File: config.mk
export PLATFORM = sky130hd
export DESIGN_NAME = fsmom_ctrl
export DESIGN_NICKNAME = d
export VERILOG_FILES = /design/src/fsmom_pkg.sv /design/src/fsmom_ctrl.sv
export SDC_FILE = /design/constraint.sdc
export NUM_CORES = 1
export LEC_CHECK = 0
export BUFFER_PORTS_ARGS = -buffer_cell sky130_fd_sc_hd__buf_2
export CAP_MARGIN = 20
export CORE_UTILIZATION = 35
export CTS_CLUSTER_SIZE = 14
export DETAILED_ROUTE_END_ITERATION = 16
export GPL_TIMING_DRIVEN = 0
export MAX_ROUTING_LAYER = met4
export SYNTH_ARGS = -nofsm -noshare
export SYNTH_HDL_FRONTEND = slang
export SYNTH_SLANG_ARGS = --single-unit
File: constraint.sdc
create_clock -name i_clk -period 2.4 [get_ports i_clk]
set_input_delay 0 -clock i_clk [delete_from_list [all_inputs] [get_ports i_clk]]
set_output_delay 0 -clock i_clk [all_outputs]
set_load 0.01 [all_outputs]
File: src/fsmom_pkg.sv
package fsmom_pkg;

    localparam int LEN_W   = 20;
    localparam int XI_W    = 16;
    localparam int FRAG_W  = 16;
    localparam int ORD_W   = 2;
    localparam int OUT_W   = 44;
    localparam int LVL_W   = 5;
    localparam int T_W     = 22;
    localparam int W_W     = 32;
    localparam int C_W     = 16;
    localparam int NS_W    = 17;
    localparam int ND_W    = 64;
    localparam int SQ_W    = 40;
    localparam int CFG_W   = 20;
    localparam int IDX_W   = 2;

    localparam int DEF_MAX_BREAKS = 16;

    localparam logic [LEN_W-1:0]  RST_MIN_LEN  = 20'd5120;
    localparam logic [XI_W-1:0]   RST_SPLIT    = 16'd512;
    localparam logic [FRAG_W-1:0] RST_FRAG     = 16'd58982;
    localparam logic [LEN_W-1:0]  RST_MIZ      = 20'd64000;

    localparam logic [T_W-1:0]    THRESH_CAP   = 22'h200000;
    localparam logic [OUT_W-1:0]  OUT_MAX      = {OUT_W{1'b1}};
    localparam logic [W_W-1:0]    W_START      = 32'h8000;

    localparam logic [IDX_W-1:0] CFG_MIN_LEN = 2'd0;
    localparam logic [IDX_W-1:0] CFG_SPLIT   = 2'd1;
    localparam logic [IDX_W-1:0] CFG_FRAG    = 2'd2;
    localparam logic [IDX_W-1:0] CFG_MIZ     = 2'd3;

    typedef enum logic [4:0] {
        OP_NOP,
        OP_LOAD,
        OP_ZERO,
        OP_UNIF,
        OP_THR,
        OP_INC,
        OP_INIT,
        OP_FAC,
        OP_SHIFT,
        OP_CMUL,
        OP_CLAST,
        OP_PSQ,
        OP_PHI,
        OP_PFIN,
        OP_SAVEPA,
        OP_MAX,
        OP_PMEAN,
        OP_MACL,
        OP_MACH,
        OP_WMUL,
        OP_DIVDM,
        OP_DMLOAD,
        OP_DIVND,
        OP_MEANQ,
        OP_OUT
    } t_op;

    typedef enum logic [1:0] {
        SRC_MIN,
        SRC_LEN,
        SRC_DM
    } t_src;

    typedef struct packed {
        t_op  op;
        t_src src;
    } t_cmd;

    typedef struct packed {
        logic ice;
        logic len_ge_miz;
        logic len_lt_t;
        logic cnt_full;
        logic cnt_zero;
        logic need_norm;
        logic m_lt_cnt;
        logic ns_zero;
        logic div_done;
    } t_status;

endpackage

File: src/fsmom_ctrl.sv
module fsmom_ctrl
    import fsmom_pkg::*;
(
    input  logic    i_clk,
    input  logic    i_rst_n,
    input  logic    i_in_valid,
    output logic    o_in_ready,
    output logic    o_out_valid,
    input  logic    i_out_ready,
    input  t_status i_sts,
    output t_cmd    o_cmd
);

    typedef enum logic [4:0] {
        S_IDLE, S_DECIDE, S_THR, S_CHK, S_INIT, S_FAC, S_NORM,
        S_PSQ, S_PHI, S_PFIN, S_SAVEPA, S_MAX, S_PMEAN,
        S_MACL, S_MACH, S_WMUL, S_DSTART, S_DWAIT,
        S_FINAL, S_FWAIT, S_DONE
    } t_state;

    typedef enum logic [1:0] {
        R_PA, R_MAX, R_MAC, R_MEAN
    } t_ret;

    t_state r_state, n_state;
    t_ret   r_ret, n_ret;
    t_src   r_src, n_src;
    logic   r_out_valid, n_out_valid;
    t_op    op;

    always_comb begin
        n_state     = r_state;
        n_ret       = r_ret;
        n_src       = r_src;
        n_out_valid = r_out_valid;
        op          = OP_NOP;
        if (r_out_valid && i_out_ready) begin
            n_out_valid = 1'b0;
        end
        case (r_state)
            S_IDLE: begin
                if (i_in_valid) begin
                    op      = OP_LOAD;
                    n_state = S_DECIDE;
                end
            end
            S_DECIDE: begin
                if (!i_sts.ice) begin
                    op      = OP_ZERO;
                    n_state = S_DONE;
                end else if (i_sts.len_ge_miz) begin
                    op      = OP_UNIF;
                    n_state = S_DONE;
                end else begin
                    n_state = S_THR;
                end
            end
            S_THR: begin
                op      = OP_THR;
                n_state = S_CHK;
            end
            S_CHK: begin
                if (i_sts.len_lt_t) begin
                    if (i_sts.cnt_zero) begin
                        n_src   = SRC_MIN;
                        n_ret   = R_PA;
                        n_state = S_PSQ;
                    end else begin
                        n_state = S_INIT;
                    end
                end else begin
                    op      = OP_INC;
                    n_state = i_sts.cnt_full ? S_INIT : S_THR;
                end
            end
            S_INIT: begin
                op      = OP_INIT;
                n_state = S_FAC;
            end
            S_FAC: begin
                op      = OP_FAC;
                n_state = S_NORM;
            end
            S_NORM: begin
                if (i_sts.need_norm) begin
                    op = OP_SHIFT;
                end else begin
                    op      = i_sts.m_lt_cnt ? OP_CMUL : OP_CLAST;
                    n_src   = SRC_DM;
                    n_ret   = R_MAC;
                    n_state = S_PSQ;
                end
            end
            S_PSQ: begin
                op      = OP_PSQ;
                n_state = S_PHI;
            end
            S_PHI: begin
                op      = OP_PHI;
                n_state = S_PFIN;
            end
            S_PFIN: begin
                op = OP_PFIN;
                case (r_ret)
                    R_PA:    n_state = S_SAVEPA;
                    R_MAX:   n_state = S_MAX;
                    R_MAC:   n_state = S_MACL;
                    default: n_state = S_PMEAN;
                endcase
            end
            S_SAVEPA: begin
                op      = OP_SAVEPA;
                n_src   = SRC_LEN;
                n_ret   = R_MAX;
                n_state = S_PSQ;
            end
            S_MAX: begin
                op      = OP_MAX;
                n_state = S_DONE;
            end
            S_PMEAN: begin
                op      = OP_PMEAN;
                n_state = S_DONE;
            end
            S_MACL: begin
                op      = OP_MACL;
                n_state = S_MACH;
            end
            S_MACH: begin
                op      = OP_MACH;
                n_state = i_sts.m_lt_cnt ? S_WMUL : S_FINAL;
            end
            S_WMUL: begin
                op      = OP_WMUL;
                n_state = S_DSTART;
            end
            S_DSTART: begin
                op      = OP_DIVDM;
                n_state = S_DWAIT;
            end
            S_DWAIT: begin
                if (i_sts.div_done) begin
                    op      = OP_DMLOAD;
                    n_state = S_NORM;
                end
            end
            S_FINAL: begin
                if (i_sts.ns_zero) begin
                    n_src   = SRC_LEN;
                    n_ret   = R_MEAN;
                    n_state = S_PSQ;
                end else begin
                    op      = OP_DIVND;
                    n_state = S_FWAIT;
                end
            end
            S_FWAIT: begin
                if (i_sts.div_done) begin
                    op      = OP_MEANQ;
                    n_state = S_DONE;
                end
            end
            S_DONE: begin
                if (!r_out_valid || i_out_ready) begin
                    op          = OP_OUT;
                    n_out_valid = 1'b1;
                    n_state     = S_IDLE;
                end
            end
            default: n_state = S_IDLE;
        endcase
    end

    always_ff @(posedge i_clk) begin
        if (!i_rst_n) begin
            r_state     <= S_IDLE;
            r_ret       <= R_PA;
            r_src       <= SRC_MIN;
            r_out_valid <= 1'b0;
        end else begin
            r_state     <= n_state;
            r_ret       <= n_ret;
            r_src       <= n_src;
            r_out_valid <= n_out_valid;
        end
    end

    assign o_in_ready  = (r_state == S_IDLE);
    assign o_out_valid = r_out_valid;
    assign o_cmd.op    = op;
    assign o_cmd.src   = r_src;

endmodule

* After elaboration in Yosys (flattened, before gate mapping)
Cells that the tools add are included.
Storage, ports and cells: bits in registers 10, input bits 13, word-level logic and storage cells 78
Cells by class: eq/ne operators 30, multiplexer cells 35, reductions and logical operators 9
Operators with widths (count):
- one-hot mux 5 bit (21 select lines) | 1
- one-hot mux 5 bit (20 select lines) | 1
- two-way mux 5 bit | 14
- == test 5 x 4 -> 1 bit, second input constant | 8
- == test 5 bit, second input constant | 5
- == test 5 x 3 -> 1 bit, second input constant | 4
- two-way mux 2 bit | 10
- inequality test 2 bit, second input constant | 8
- one-hot mux 2 bit (4 select lines) | 2
- == test 5 x 2 -> 1 bit, second input constant | 2
- AND reduction 5 bit | 2
- one-hot mux 3 bit (3 select lines) | 1
- two-way mux 3 bit | 2
- == test 5 x 1 -> 1 bit, second input constant | 1
- logical NOT 5 bit | 1
- two-way mux 1 bit | 4
- nonzero test 4 bit | 1
- == test 2 x 1 -> 1 bit, second input constant | 1
- == test 2 bit, second input constant | 1
- logical NOT 2 bit | 1
- OR reduction 2 bit | 1
- logical AND 1 bit | 1
- logical NOT 1 bit | 1
- logical OR 1 bit | 1

* Logic depth before layout (Yosys ltp)
Gate-level depths: netlist of run 1.
word-level depth 4, depth in mapped cells 7

* Worst setup path before layout of run 1
OpenSTA, ideal clock, no wires.
kind reg-to-reg, start register r_state[2], end register r_ret[0], library setup time 0.131 ns, data arrival time 1.463 ns, required time 2.269 ns, setup slack 0.806 ns, cell stages (with the launch flop) 7, path buffers 1, clock period less this slack 1.594 ns, cells stage by stage dfxtp_1 -> buf_4 -> or3b_4 -> or3b_1 -> nand3b_1 -> a311oi_2 -> mux2i_1
On the way: longest elaborated chain between the ends 3, elaborated cells between the ends (all ways) 11, those cells by class 8 x eq/ne; 1 x mux; 2 x reduce/logical
Ends and longest elaborated chain:
- start: declaration | line fsmom_ctrl.sv:25 | t_state r_state, n_state;
- start signal: assignment | line fsmom_ctrl.sv:181 | r_state <= n_state;
- == test 5 bit, or another cell as far along | line fsmom_ctrl.sv:40 | case (r_state)
- nonzero test 4 bit (no source line) / inequality test 2 bit (equally long branches)
- AND reduction 5 bit (no source line)
- end signal: assignment | line fsmom_ctrl.sv:182 | r_ret <= n_ret;
- end: declaration | line fsmom_ctrl.sv:26 | t_ret r_ret, n_ret;
Parallel ways exist; a longest one is shown, timed or not. A chain may end at the register's enable or synchronous reset.

==> results of run 1 <==
registers in the layout, indices dropped and copies added, names as in the netlist:
| signal | flops |
|---|---|
| r_src | 1 |
| r_state | 5 |
| o_out_valid | 1 |
| r_ret | 2 |
power by group through the flow:
stage          clock, mW  combinational (mW)  sequential [mW]
4_1_cts            0.119                1.14            0.210
2_1_floorplan          0               0.839            0.206
3_3_place_gp           0                1.14            0.212
6_report           0.112                1.16            0.210
5_1_grt            0.129                1.26            0.216
3_5_place_dp           0                1.13            0.213
final cells by class:
class | count | area, um^2
well taps | 44 | 55.1
flip-flops and latches | 9 | 180
plain buffers | 14 | 71.3
fillers | 327 | 1730
clock buffers | 4 | 26.3
multi-input cells | 131 | 842
repair buffers | 21 | 105
inverters | 4 | 15.0
worst paths after layout:
kind	to
max	o_cmd[3]
min	r_ret[1]$_SDFFE_PN0P_
max reg2reg	r_state[1]$_SDFFE_PN0P_
min reg2reg	r_src[1]$_SDFFE_PN0P_
cells in the final DEF (no fill, tap or decap), types with 4 or more instances in the layout:
cell type,count
dfxtp_1,9
nor3b_1,4
nand3b_1,4
nor2_1,13
clkbuf_1,4
o21a_1,5
a21oi_1,6
nor3_1,5
nor2b_1,8
nand2_1,18
inv_1,4
o21ai_0,16
buf_2,30
ha_1,4
tightest hold or removal path, cell delays in order:
cell     delay, ns
buf_2         0.12
nand4_1       0.08
mux2i_1       0.07
timing repair:
action,4_1_cts,5_1_grt
endpoints found under the setup margin,0,1
endpoints found under the hold margin,0,0
gates resized for setup,0,1
routing by layer:
metal	vias to the layer above	global-route usage (%)
li1	632	-
met1	604	28.0
met2	76	33.7
met3	11	5.36
met4	0	6.12
met5	-	-
per-stage QoR:
stage | total power, mW | instances
finish | 1.48 | 227
CTS | 1.47 | 227
floorplan | 1.05 | 158
detailed placement | 1.35 | 223
global route | 1.60 | 227
global placement | 1.35 | 223
kinds of logic after synthesis:
family	count (synthesis)
flops	9
simple gates	72
xor+xnor	1
buf+inv	18
mux	3
compound gates	51
fa+ha+maj	4
==> flow_summary.toml, run 1 <==
[run_status]
status = "complete, no violations"

[routing]
vias_per_cell = 5.83
firstDrtPassIters = 4
route.met3.wl_um = 341
vias = 1323
top_layer = "met4"
drt_iter0_markers = 68
postRouteAntennaNets = 0
finalWirelength_um = 3430
dr_wl_met2_um = 1580
drc = 0
drt-met1-wl_um = 1440
wl_per_cell_um = 15.1

[global_routing]
grt_antenna_before_repair = 0
grt_pass1_wl_um = 5530
grt_overflow = 0
grt_pass1_vias = 1181
grt_max_degree = 11
grt_use_total_pct = 21.7

[yosys]
synth-seq-cells = 9
ys_async_sr_fraction_pct = 0
synth_top_family_by_area = "simple AND/OR/NAND/NOR gates"
synth_edf_count = 0
avgSynthCellArea_um2 = 6.98
synthFlopType = "dfxtp_1"
ys_warn_count = 0
synth_compound_area_share_pct = 32.0
synth_commonest_cells = "18 x nand2_1, 16 x o21ai_0, 13 x nor2_1, 9 x buf_2, 9 x dfxtp_1"
synth_top_cell_by_area = "dfxtp_1"
synth_seq_area_share_pct = 16.3
muxShareOfSynthArea_pct = 2.72
syn_inst = 158
yosys-top-cells-area = "dfxtp_1 16%, o21ai_0 7.3%, nand2_1 6.1%"
synthXorXnorAreaFrac_pct = 0.794
yosysTopAreaCellShare_pct = 16.3
synth_fp_nets = 175
syn_area_um2 = 1100
synth_fa_ha_area_share_pct = 4.54
synth.most_common_cell = "nand2_1"
synthSimpleGateAreaFrac_pct = 35.8
ys_types = 48

[sta]
hold_violations = 0
relSlewSlack_pct = 62.9
tns_ns = 0
max_slew.worst_pin.slew_ns = 0.542
setup_slack_ns = 0.377
holdWs_ns = 0.0699
maxSlewViolCount = 0
skew_ns = 0.00238
rsz0062_at_grt = "false"
finalCritPeriodShare_pct = 84.3
setup_viol = 0
fmax_ghz = 0.494
min_period_ns = 2.02

[setup_path]
crit_cells = 7
path_max_fanout = 10
path_cells = "buf_2, buf_2, nand2b_1, nor3_2, inv_1, o221ai_1, buf_2"
startpoint = "r_state[1]$_SDFFE_PN0P_"
r2r_cells = 6
critPathRequiredTime_ns = 2.40
cp_common_cell = "buf_2"
slowest_delay_ns = 0.44
slowest_stage = "nor3_2"
worstReg2RegStart = "r_state[1]$_SDFFE_PN0P_"
r2r_slack_ns = 0.49
arrival_ns = 2.02
crit_buf_inv = 4
critical_path.top_delay_family = "buffers and inverters"
worstSetupStartpointType = "register"
end_kind = "output port"
critPathKind = "reg2out"

[floorplan]
num_io_pins = 22
core_um2 = 3030
dieWidth_um = 58.2
die_h_um = 58.2
rows = 20
initial_core_util_pct = 36.4
die_area_um2 = 3380

[power_and_ir_drop]
switching_share_pct = 52.2
power_switching_uw = 772
intPower_uw = 707
p_comb_share_pct = 78.2
p_clk_share_pct = 7.6
p_leak_nw = 0.493
sequentialPowerShare_pct = 14.2
irDropWorstVdd_uv = 434
powerDensity_nw_per_um2 = 1140

[final_layout]
finalCoreUtilization_pct = 42.8
fin_area_um2 = 1290
drive_above_1_share_pct = 23.0
antenna_cells = 0
area_growth_pct = 17.3
fin_nets = 201

[cts]
cts_hold_buf = 0
clk_latency_ns = 0.25
clk_path_buf_depth = 2
post_cts_buffers = 0
cts_sinks = 9
clk_root_buffer_cell = "clkbuf_4"
numCtsBuffers = 3
cts-htree-levels = 1
cts_tree = "yes"
path_clk_slew_ns = 0.06

[placement]
post-place-ws_ns = 0.509
dp_hpwl_um = 2620
io_buffers = 21
place_congestion = 0.945
post_dp_cell_area_um2 = 1260

[hold_path]
holdCritStartpoint = "i_rst_n"
worstHoldPathType = "in2reg"
worstHoldPathCells = 3

[flow_run]
cap_violations = 0
(Power assumes the default switching activity.)
==> inputs of run 2 (changes only) <==
==> constraint.sdc (replaced) <==
create_clock -name i_clk -period 1.8 [get_ports i_clk]
set_input_delay 0 -clock i_clk [delete_from_list [all_inputs] [get_ports i_clk]]
set_output_delay 0 -clock i_clk [all_outputs]
set_load 0.01 [all_outputs]
==> flow_summary.toml, run 2 (synthesized netlist as in run 1, its figures left out) <==
[floorplan]
rows = 20
initial_core_util_pct = 36.4
die_h_um = 58.2
dieWidth_um = 58.2
core_um2 = 3030
die_area_um2 = 3380
num_io_pins = 22

[final_layout]
antenna_cells = 0
largest_reg_flops = 5
fin_nets = 201
layout_common_cells = "26 x buf_2, 18 x nand2_1, 14 x o21ai_0"
reg_top3 = "r_state x5, r_ret x2"
top_register = "r_state"
drive_above_1_share_pct = 26.8
final_common_cell = "buf_2"
num-fill-cells = 319
fin_area_um2 = 1340
area_growth_pct = 21.7

[sta]
setup_viol = 0
rsz0062_at_grt = "true"
maxSlewViolCount = 0
relSlewSlack_pct = 69.2
hold_violations = 0
finalCritPeriodShare_pct = 96.4
fmax_ghz = 0.576
skew_ns = 0.00225
min_period_ns = 1.74
holdWs_ns = 0.0704
max_slew.worst_pin.slew_ns = 0.461

[placement]
place_congestion = 0.945
io_buffers = 21
post_dp_cell_area_um2 = 1260
dp_hpwl_um = 2620

[cts]
clk_root_buffer_cell = "clkbuf_4"
path_clk_slew_ns = 0.06
numCtsBuffers = 3
clk_path_buf_depth = 2
cts-htree-levels = 1
cts_hold_buf = 0
cts_tree = "yes"
cts_sinks = 9
clk_latency_ns = 0.25

[setup_path]
path_max_fanout = 6
endpoint = "o_cmd[3]"
arrival_ns = 1.74
critPathKind = "reg2out"
startpoint = "r_state[2]$_SDFFE_PN0P_"
rr_endpoint = "r_ret[0]$_SDFFE_PN0P_"
worstReg2RegStart = "r_state[2]$_SDFFE_PN0P_"
critPathRequiredTime_ns = 1.80
r2r_cells = 6
worstSetupStartpointType = "register"
r2r_slack_ns = 0.07
end_kind = "output port"

[routing]
drc = 0
drt_iter0_markers = 57
vias_per_cell = 5.78
wl_per_cell_um = 15.3
postRouteAntennaNets = 0
vias = 1313
finalWirelength_um = 3470
firstDrtPassIters = 5

[run_status]
status = "complete, no violations"

[power_and_ir_drop]
power_mw = 2.08
p_leak_nw = 0.512
sequentialPowerShare_pct = 15.2
switching_share_pct = 51.1
p_clk_share_pct = 7.1
irDropWorstVdd_uv = 652
powerDensity_nw_per_um2 = 1550
power_switching_mw = 1.06
intPower_mw = 1.02
p_comb_share_pct = 77.6

[global_routing]
grt_use_total_pct = 21.6
grt_overflow = 0
grt_antenna_before_repair = 0
grt_max_degree = 20
grt_pass1_wl_um = 5510
grt_pass1_vias = 1161

[flow_run]
cap_violations = 0

[hold_path]
worstHoldPathType = "in2reg"
## run 2: changes by cell type in the layout (fill, tap and decap cells not counted), moves of 2 or more
| cell | previous run | this run |
|---|---|---|
| nor2b_1 | 8 | 6 |
| buf_6 | 0 | 3 |
| o21ai_0 | 16 | 14 |
| buf_2 | 30 | 26 |
| nor2b_2 | 0 | 2 |
| dfxtp_1 | 9 | 7 |
| clkbuf_2 | 0 | 2 |
| clkbuf_1 | 4 | 2 |
| o21ai_1 | 0 | 2 |
## run 2: stage by stage
stage          TNS, ns  std cells  setup slack [ns]  utilization (%)
2_1_floorplan        0        158             0.206                -
3_3_place_gp    -0.162        223           -0.0654             41.7
3_5_place_dp    -0.234        223           -0.0908             41.7
4_1_cts              0        226            0.0203             43.1
5_1_grt        -0.0461        227           -0.0461             44.3
6_report             0        227            0.0640             44.3
## run 2: power groups by stage
stage               Clock [mW]  Sequential, mW  Combinational [mW]
floorplan                    0           0.275                1.12
global placement             0           0.283                1.52
detailed placement           0           0.284                1.51
CTS                      0.159           0.290                1.53
global route             0.172           0.323                1.75
finish                   0.149           0.317                1.62
## run 2: worst min path at each step
stage / cells after the start / end / startpoint
after floorplan: 1 / o_cmd[3] / i_sts[2]
after global placement: 3 / r_ret[1]$_SDFFE_PN0P_ / i_rst_n
after detailed placement: 3 / r_ret[1]$_SDFFE_PN0P_ / i_rst_n
after CTS: 3 / r_ret[1]$_SDFFE_PN0P_ / i_rst_n
after global routing: 3 / r_ret[1]$_SDFFE_PN0P_ / i_rst_n
final: 3 / r_ret[1]$_SDFFE_PN0P_ / i_rst_n
## run 2: final cells by class
type,instances,area [um^2],share of cell area (%)
flip-flops and latches,9,185,13.8
multi-input cells,131,861,64.1
plain buffers,12,80.1,5.96
repair buffers,23,120,8.95
inverters,4,15.0,1.12
well taps,44,55.1,4.10
clock buffers,4,26.3,1.96
## run 2: metal layers
layer | part of all wire, % | GRT usage, % | routed length [um] | vias to the layer above
li1 | - | - | - | 633
met1 | 43 | 28.0 | 1490 | 609
met2 | 47 | 33.5 | 1620 | 63
met3 | 8.6 | 5.36 | 300 | 8
met4 | 1.8 | 5.78 | 61 | 0
met5 | 0 | - | 0 | -
## run 2: critical path: stages (launching register included)
cell      delay (ns)
dfxtp_1         0.32
buf_6           0.11
or3b_4          0.41
nor3_4          0.27
inv_1           0.07
o221ai_1        0.16
buf_2           0.15
## run 2: repair_timing
action	4_1_cts	5_1_grt
setup buffers	0	2
gates resized for setup	7	12
endpoints found under the hold margin	0	0
setup endpoints to repair	6	11
pin swaps	0	3
